`src/rtl/srs_pkg.sv`:
```
// Package for signed_radix_to_symbols: sizes, symbol codes, controller types.
// No dependencies; imported by all modules of the block.
package srs_pkg;
   localparam int MaxSymbols = 128;
   localparam int ValueWidth = 32;
   localparam int IdxWidth   = 7;
   localparam int CntWidth   = 6;
   localparam int BitCntW    = 6;

   localparam logic [7:0] SymMinus = 8'd45;
   localparam logic [7:0] SymPlus  = 8'd43;
   localparam logic [7:0] SymSpace = 8'd32;
   localparam logic [7:0] SymDel   = 8'd127;

   localparam logic OpWrite   = 1'b0;
   localparam logic OpConvert = 1'b1;

   typedef enum logic [3:0] {
      ST_IDLE, ST_CHK_LEN, ST_CHK_RD, ST_CHK_A, ST_CHK_B, ST_ERR,
      ST_LOAD, ST_DIV, ST_DIGIT, ST_SIGN, ST_OUT_RD, ST_OUT
   } state_type;

   typedef struct packed {
      logic load_a;     // latch outer symbol, set b = a+1
      logic step_b;
      logic step_a;
      logic rd_b;       // alphabet read address = b
      logic rd_out;     // alphabet read address = digit buffer top
      logic load_mag;
      logic div_start;
      logic div_step;
      logic push_digit;
      logic pop_digit;
      logic clr_a;
   } cmd_type;

   typedef struct packed {
      logic len_ok;
      logic sym_bad;
      logic dup;
      logic a_done;
      logic b_done;
      logic div_done;
      logic mag_zero;
      logic neg;
      logic cnt_one;
   } sts_type;
endpackage

```
`src/rtl/srs_datapath.sv`:
```
// Datapath for signed_radix_to_symbols: alphabet memory, checker indexes,
// restoring divider, digit buffer. Depends on srs_pkg.
module srs_datapath import srs_pkg::*; (
   input  logic                  clock,
   input  logic                  reset,
   input  logic                  wr_en,
   input  logic [IdxWidth-1:0]   wr_idx,
   input  logic [7:0]            wr_val,
   input  logic [ValueWidth-1:0] number,
   input  logic [7:0]            base_len,
   input  cmd_type               cmd,
   output sts_type               sts,
   output logic [7:0]            rd_sym
);
   logic [7:0] mem [MaxSymbols];
   logic [7:0] rd_ff;
   logic [7:0] a_ff, a_in, b_ff, b_in;
   logic [7:0] sa_ff;
   logic [ValueWidth-1:0] q_ff, q_in;
   logic [7:0] r_ff, r_in;
   logic [BitCntW-1:0] bc_ff, bc_in;
   logic [IdxWidth-1:0] dbuf [ValueWidth];
   logic [CntWidth-1:0] cnt_ff, cnt_in;
   logic neg_ff;
   logic [IdxWidth-1:0] raddr;
   logic [8:0] trial;

   always_comb begin
      if (cmd.rd_out) raddr = dbuf[cnt_ff[4:0] - 5'd1];
      else if (cmd.rd_b) raddr = b_ff[IdxWidth-1:0];
      else raddr = a_ff[IdxWidth-1:0];
   end

   always_ff @(posedge clock) begin
      if (wr_en) mem[wr_idx] <= wr_val;
      rd_ff <= mem[raddr];
      if (cmd.load_a) sa_ff <= rd_ff;
      if (cmd.load_mag) neg_ff <= number[ValueWidth-1];
      if (cmd.push_digit) dbuf[cnt_ff[4:0]] <= r_ff[IdxWidth-1:0];
   end
   assign rd_sym = rd_ff;

   assign trial = {r_ff, q_ff[ValueWidth-1]} - {1'b0, base_len};

   always_comb begin
      a_in = a_ff; b_in = b_ff; q_in = q_ff; r_in = r_ff; bc_in = bc_ff;
      cnt_in = cnt_ff;
      if (cmd.clr_a) a_in = '0;
      if (cmd.load_a) b_in = a_ff + 8'd1;
      if (cmd.step_b) b_in = b_ff + 8'd1;
      if (cmd.step_a) a_in = a_ff + 8'd1;
      if (cmd.load_mag) begin
         q_in = number[ValueWidth-1] ? (~number + 1'b1) : number;
         cnt_in = '0;
      end
      if (cmd.div_start) begin
         r_in = '0; bc_in = '0;
      end
      if (cmd.div_step) begin
         bc_in = bc_ff + 1'b1;
         if (!trial[8]) begin
            r_in = trial[7:0]; q_in = {q_ff[ValueWidth-2:0], 1'b1};
         end else begin
            r_in = {r_ff[6:0], q_ff[ValueWidth-1]}; q_in = {q_ff[ValueWidth-2:0], 1'b0};
         end
      end
      if (cmd.push_digit) cnt_in = cnt_ff + 1'b1;
      if (cmd.pop_digit) cnt_in = cnt_ff - 1'b1;
   end

   always_ff @(posedge clock) begin
      if (reset) begin
         a_ff <= '0; b_ff <= '0; q_ff <= '0; r_ff <= '0; bc_ff <= '0; cnt_ff <= '0;
      end else begin
         a_ff <= a_in; b_ff <= b_in; q_ff <= q_in; r_ff <= r_in; bc_ff <= bc_in;
         cnt_ff <= cnt_in;
      end
   end

   assign sts.len_ok = base_len >= 8'd2 && base_len <= 8'(MaxSymbols);
   assign sts.sym_bad = rd_ff <= SymSpace || rd_ff >= SymDel || rd_ff == SymMinus
                        || rd_ff == SymPlus;
   assign sts.dup = rd_ff == sa_ff;
   assign sts.a_done = (a_ff + 8'd1) >= base_len;
   assign sts.b_done = (b_ff + 8'd1) >= base_len;
   assign sts.div_done = bc_ff == BitCntW'(ValueWidth - 1);
   assign sts.mag_zero = q_ff == '0;
   assign sts.neg = neg_ff;
   assign sts.cnt_one = cnt_ff == CntWidth'(1);
endmodule

```
`src/rtl/srs_ctrl.sv`:
```
// Controller state machine for signed_radix_to_symbols.
// Depends on srs_pkg; drives srs_datapath by command struct.
module srs_ctrl import srs_pkg::*; (
   input  logic    clock,
   input  logic    reset,
   input  logic    go,
   input  sts_type sts,
   output cmd_type cmd,
   output logic    busy,
   output logic    out_valid,
   output logic    out_err,
   output logic    out_minus,
   output logic    out_last
);
   state_type state_ff, state_in;

   always_ff @(posedge clock) begin
      if (reset) state_ff <= ST_IDLE;
      else state_ff <= state_in;
   end

   always_comb begin
      state_in = state_ff;
      cmd = '0;
      out_valid = 1'b0; out_err = 1'b0; out_minus = 1'b0; out_last = 1'b0;
      busy = state_ff != ST_IDLE;
      case (state_ff)
         ST_IDLE: begin
            cmd.clr_a = 1'b1;
            if (go) state_in = ST_CHK_LEN;
         end
         // read alphabet[a]; data arrives next cycle
         ST_CHK_LEN: state_in = sts.len_ok ? ST_CHK_RD : ST_ERR;
         ST_CHK_RD: begin
            if (sts.sym_bad) state_in = ST_ERR;
            else begin
               cmd.load_a = 1'b1;
               state_in = sts.a_done ? ST_LOAD : ST_CHK_A;
            end
         end
         ST_CHK_A: begin
            cmd.rd_b = 1'b1;
            state_in = ST_CHK_B;
         end
         ST_CHK_B: begin
            if (sts.dup) state_in = ST_ERR;
            else if (sts.b_done) begin
               cmd.step_a = 1'b1;
               state_in = ST_CHK_LEN;
            end else begin
               cmd.step_b = 1'b1;
               state_in = ST_CHK_A;
            end
         end
         ST_ERR: begin
            out_valid = 1'b1; out_err = 1'b1; out_last = 1'b1;
            state_in = ST_IDLE;
         end
         ST_LOAD: begin
            cmd.load_mag = 1'b1; cmd.div_start = 1'b1;
            state_in = ST_DIV;
         end
         ST_DIV: begin
            cmd.div_step = 1'b1;
            if (sts.div_done) state_in = ST_DIGIT;
         end
         ST_DIGIT: begin
            cmd.push_digit = 1'b1; cmd.div_start = 1'b1;
            state_in = sts.mag_zero ? ST_SIGN : ST_DIV;
         end
         ST_SIGN: begin
            cmd.rd_out = 1'b1;
            if (sts.neg) begin
               out_valid = 1'b1; out_minus = 1'b1;
            end
            state_in = ST_OUT_RD;
         end
         ST_OUT_RD: begin
            cmd.rd_out = 1'b1;
            state_in = ST_OUT;
         end
         ST_OUT: begin
            out_valid = 1'b1;
            out_last = sts.cnt_one;
            cmd.pop_digit = 1'b1;
            state_in = sts.cnt_one ? ST_IDLE : ST_OUT_RD;
         end
         default: state_in = ST_IDLE;
      endcase
   end

`ifndef SYNTH
   a_idle_quiet: assert property (@(posedge clock) disable iff (reset)
      state_ff == ST_IDLE |-> !out_valid) else $error("strobe while idle");
   a_err_last: assert property (@(posedge clock) disable iff (reset)
      out_err |-> out_last && out_valid) else $error("error without last");
   a_err_idle: assert property (@(posedge clock) disable iff (reset)
      out_err |=> state_ff == ST_IDLE) else $error("error not final");
`endif
endmodule

```
`src/rtl/signed_radix_to_symbols.sv`:
```
// Top level of signed_radix_to_symbols: csr register, controller, datapath.
// Depends on srs_pkg, srs_ctrl, srs_datapath.
//
// Requests are taken when start is high and busy is low. A write request
// (opcode 0) stores one alphabet symbol. A convert request first walks the
// alphabet, checking each symbol and each symbol pair, then divides by the
// radix with a 32-step restoring divider, one division per digit, then
// emits the sign (if negative) and the digits through the alphabet read
// port. Results appear for one cycle on rsp_valid and cannot be stalled.
// Alphabet entries in use must be written before a convert.
module signed_radix_to_symbols import srs_pkg::*; (
   input  logic                  clock,
   input  logic                  reset,
   input  logic                  start,
   output logic                  busy,
   input  logic                  req_opcode,
   input  logic [IdxWidth-1:0]   req_symbol_index,
   input  logic [7:0]            req_symbol_value,
   input  logic signed [ValueWidth-1:0] req_number,
   input  logic                  csr_we,
   input  logic [7:0]            csr_wdata,
   output logic                  rsp_valid,
   output logic [7:0]            rsp_symbol,
   output logic                  rsp_error,
   output logic                  rsp_last
);
   logic [7:0] base_ff;
   logic [ValueWidth-1:0] num_ff;
   logic accept, wr_en, go;
   cmd_type cmd;
   sts_type sts;
   logic [7:0] rd_sym;
   logic o_err, o_minus;

   // hold the radix
   always_ff @(posedge clock) begin
      if (reset) base_ff <= '0;
      else if (csr_we) base_ff <= csr_wdata;
   end

   assign accept = start && !busy;
   assign wr_en  = accept && req_opcode == OpWrite;
   assign go     = accept && req_opcode == OpConvert;

   // hold the number for the convert
   always_ff @(posedge clock) begin
      if (go) num_ff <= req_number;
   end

   srs_ctrl u_ctrl (
      .clock(clock), .reset(reset), .go(go), .sts(sts), .cmd(cmd), .busy(busy),
      .out_valid(rsp_valid), .out_err(o_err), .out_minus(o_minus), .out_last(rsp_last)
   );

   srs_datapath u_dp (
      .clock(clock), .reset(reset), .wr_en(wr_en), .wr_idx(req_symbol_index),
      .wr_val(req_symbol_value), .number(num_ff), .base_len(base_ff),
      .cmd(cmd), .sts(sts), .rd_sym(rd_sym)
   );

   assign rsp_error  = o_err;
   assign rsp_symbol = o_err ? 8'd0 : (o_minus ? SymMinus : rd_sym);
endmodule

```
`config.mk`:
```
export PLATFORM = sky130hd
export DESIGN_NAME = signed_radix_to_symbols
export DESIGN_NICKNAME = d
export VERILOG_FILES = /design/src/rtl/srs_pkg.sv /design/src/rtl/srs_datapath.sv /design/src/rtl/srs_ctrl.sv /design/src/rtl/signed_radix_to_symbols.sv
export SDC_FILE = /design/constraint.sdc
export NUM_CORES = 2
export LEC_CHECK = 0
export ABC_AREA = 1
export BUFFER_PORTS_ARGS = -buffer_cell sky130_fd_sc_hd__buf_4
export CAP_MARGIN = 20
export CORE_MARGIN = 4
export CORE_UTILIZATION = 35
export DETAILED_ROUTE_END_ITERATION = 6
export HOLD_SLACK_MARGIN = 0.03
export PLACE_DENSITY = 0.56
export SLEW_MARGIN = 0
export SYNTH_ARGS = -nofsm -noshare
export SYNTH_HDL_FRONTEND = slang
export SYNTH_HIERARCHICAL = 1
export SYNTH_SLANG_ARGS = --single-unit
```
`constraint.sdc`:
```
create_clock -name clock -period 5.1 [get_ports clock]
set_input_delay 0.51 -clock clock [delete_from_list [all_inputs] [get_ports clock]]
set_output_delay 0.51 -clock clock [all_outputs]
set_load 0.01 [all_outputs]
```
==> out/results.ini <==
[finish]
nets=5948
drive_gt1_share_pct=7.14
areaGrowthSynthToFinish_pct=12.4
antennaDiodeCount=0

[synthesis]
yosysMostFrequentCell=edfxtp_1
synth_seq_cells=1377
yosysWarnings=6
synth.net_count=5940
synth_top_flop_cell=edfxtp_1
synth_edf_count=1289
synth_common_cells=edfxtp_1, nand2_1, nand3_1, inv_1, nand3b_1
ys_seq_area_share_pct=65.4
synth_cell_types=60
synthesis.area_sq_um=61900
avgSynthCellArea_sq_um=10.6
async_reset_ff_share_pct=0
ys_top_cells_by_area=edfxtp_1, nand3_1, nand2_1, inv_1, nand3b_1
yosysTopAreaCellShare_pct=62.5
synth_top_cell_by_area=edfxtp_1
synthCells=5846

[critical_path]
crit_path_max_incr_delay_ns=0.62
critPathLaunch=u_dp/cnt_ff[0]
reg2reg_slack_ns=0.53
cp_num_buf_inv=4
cpMaxStageDelayCell=buf_4
cp_top_family=simple AND/OR/NAND/NOR gates
crit_fanout=107
critical_path_required_ns=5.76
reg2reg_to=u_dp/rd_sym[0]
worstSetupPathType=flop to flop
cp_common_cell=nand3_1
cp_data_arrival_time_ns=5.23
crit_chain=buf_4, buf_4, nand2_1, nand3_1, nand3_1, nand3_1, nand3_1, nand3_4, buf_4, buf_12, nand3b_1, nand3_1, nand3_1, nand3_1, nand3_1, nand3_1, nand2_1, nand2_1, nand2_1
cp-end-kind=flop
start_kind=flop
r2r_cells=19
r2r-start=u_dp/cnt_ff[0]

[hold_path]
min-delay-start=csr_wdata[3]
min_to=base_ff[3]
hold_class=input port to flop
holdPathStages=5

[clocking]
ctsHoldBuffers=40
cts_tree=built
cts_resized=0
clock_sinks=1377
htree_levels=4
clock_latency_ns=0.78
root_buffer=clkbuf_16
clk_pin_slew_ns=0.06
cts_made_buffers=143
cts_max_path_buffers=3
post_cts_buffers=0

[global_routing]
grt_max_degree=147
grt_pass1_vias=40600
antenna_found_initial=6
track_usage_pct=18.0
grt-ovfl-total=0
grt_first_pass_wirelength_mm=257

[place]
dpl.hpwl_mm=99.7
gp_congestion=0.855
port_buffers=71

[sta]
final_max_slew_viol_count=0
worst_slew_pin_slew_ns=0.988
max_freq_ghz=0.219
final_hold_viol_count=0
maxSlewHeadroom_pct=34.1
fin_crit_sh_pct=89.6
skew_ns=0.0353
min_period_ns=4.57
tns_ns=0
grt_setup_unrepaired=false
setup_viol=0

[detailed_routing]
via_per_inst=5.14
wl_met2_mm=80.4
m1WireLength_mm=75.3
wl_per_cell_microns=20.5
ant_nets=0
drt_iter0_drc=4175
dr_total_vias=42700
dr.max_layer_used=met4
drc=0
wl_mm=170
dr.pass1.iters=6
dr_wl_met3_mm=10.1

[power]
p_leak_nw=26.5
p_total_mw=23.9
ir_drop_mv=0.293
powerDensity_nw_per_um2=343

[floorplanning]
fp.coreArea_sq_um=176000
start_util_pct=35.2
die_height_microns=429
fp.dieW_microns=429
rows=154
dieArea_sq_um=184000
num_io_pins=72

[flow_run]
maxCapViolCount=0

[outcome]
status=completed

## worst max-delay path by stage
stage,end,slack [ns],cells past startpoint
after floorplan,u_ctrl/state_ff[0],1.26,7
after global placement,u_dp/rd_sym[3],0.66,20
after detailed placement,u_dp/rd_sym[5],0.64,20
after CTS,u_dp/rd_sym[5],0.62,20
after global routing,u_dp/rd_sym[2],0.24,21
final,u_dp/rd_sym[0],0.53,19
## cell usage in the layout (no fill, tap or decap), drive strengths merged, types with 2 or more instances in the layout
master and instances:
or2 4, clkbuf 200, nor4 14, edfxtp 1289, nand3b 355, bufinv 5, xor2 16, a31oi 30
a221oi 2, a21o 4, nand4 7, a22oi 23, o221ai 3, ha 33, o311ai 2, o21ai 55
xnor2 11, nand3 1148, o22ai 4, o21a 9, nand2 1199, a22o 4, nor3 23, inv 737
buf 172, a21oi 111, dlygate4sd3 40, a32o 12, dfxtp 88, o211ai 33, nor2 275, o21bai 2
clkinv 45, clkinvlp 2
## power by group
group	leakage, nW	total, mW	internal [mW]	switching [mW]
Clock	2.18	10.1	5.70	4.37
Combinational	11.9	1.34	0.388	0.955
Sequential	12.4	12.5	12.4	0.0688
## registers in the layout, indices dropped and copies added, names as in the netlist, 8 cells and up
register and cells:
u_dp/mem 1024, u_dp/q_ff 32, u_dp/rd_sym 8, u_dp/a_ff 8, u_dp/dbuf 224, base_ff 8, u_dp/r_ff 8, u_dp/sa_ff 8
u_dp/b_ff 8, num_ff 32
## cell type report
cell class | instances | area [sq um]
clock buffers | 200 | 3960
clock inverters | 58 | 505
fillers | 17100 | 106000
inverters | 731 | 2760
multi-input cells | 3389 | 16900
flip-flops and latches | 1377 | 40500
well taps | 2340 | 2930
repair buffers | 212 | 2060
## layer usage
metal  track usage (%)  up-vias
met3              2.52      270
met4              5.16        0
met1              25.3    21000
met5                 0        -
li1                  -    20100
met2              29.0     1352
## worst min-delay path: cells and delay by family
family,cells,cell delay [ns]
buf+inv,2,0.12
simple gates,3,0.19
## cell families (layout without fill, tap and decap cells)
| kind of cell | Yosys count | count (layout) | synth area share [%] |
|---|---|---|---|
| buffers and inverters | 1080 | 1201 | 7.40 |
| adder cells (fa/ha/maj) | 34 | 34 | 0.699 |
| XOR/XNOR | 27 | 27 | 0.382 |
| AO/OA/AOI/OAI | 300 | 300 | 3.02 |
| AND/OR/NAND/NOR | 3028 | 3028 | 23.1 |
| flip-flops | 1377 | 1377 | 65.4 |
## metrics by stage
step	util (%)	instance area, sq um	instances	setup slack, ns	hold slack (ns)
finish	39.5	69600	8307	0.528	0.0980
global route	39.5	69600	8307	0.241	0.0742
CTS	39.5	69600	8306	0.616	0.0337
detailed placement	36.8	64700	8008	0.640	0.464
global placement	36.7	64700	8006	0.657	0.454
floorplan	-	61900	5846	1.26	0.424
Note: power is estimated with default switching activity, not from simulation.
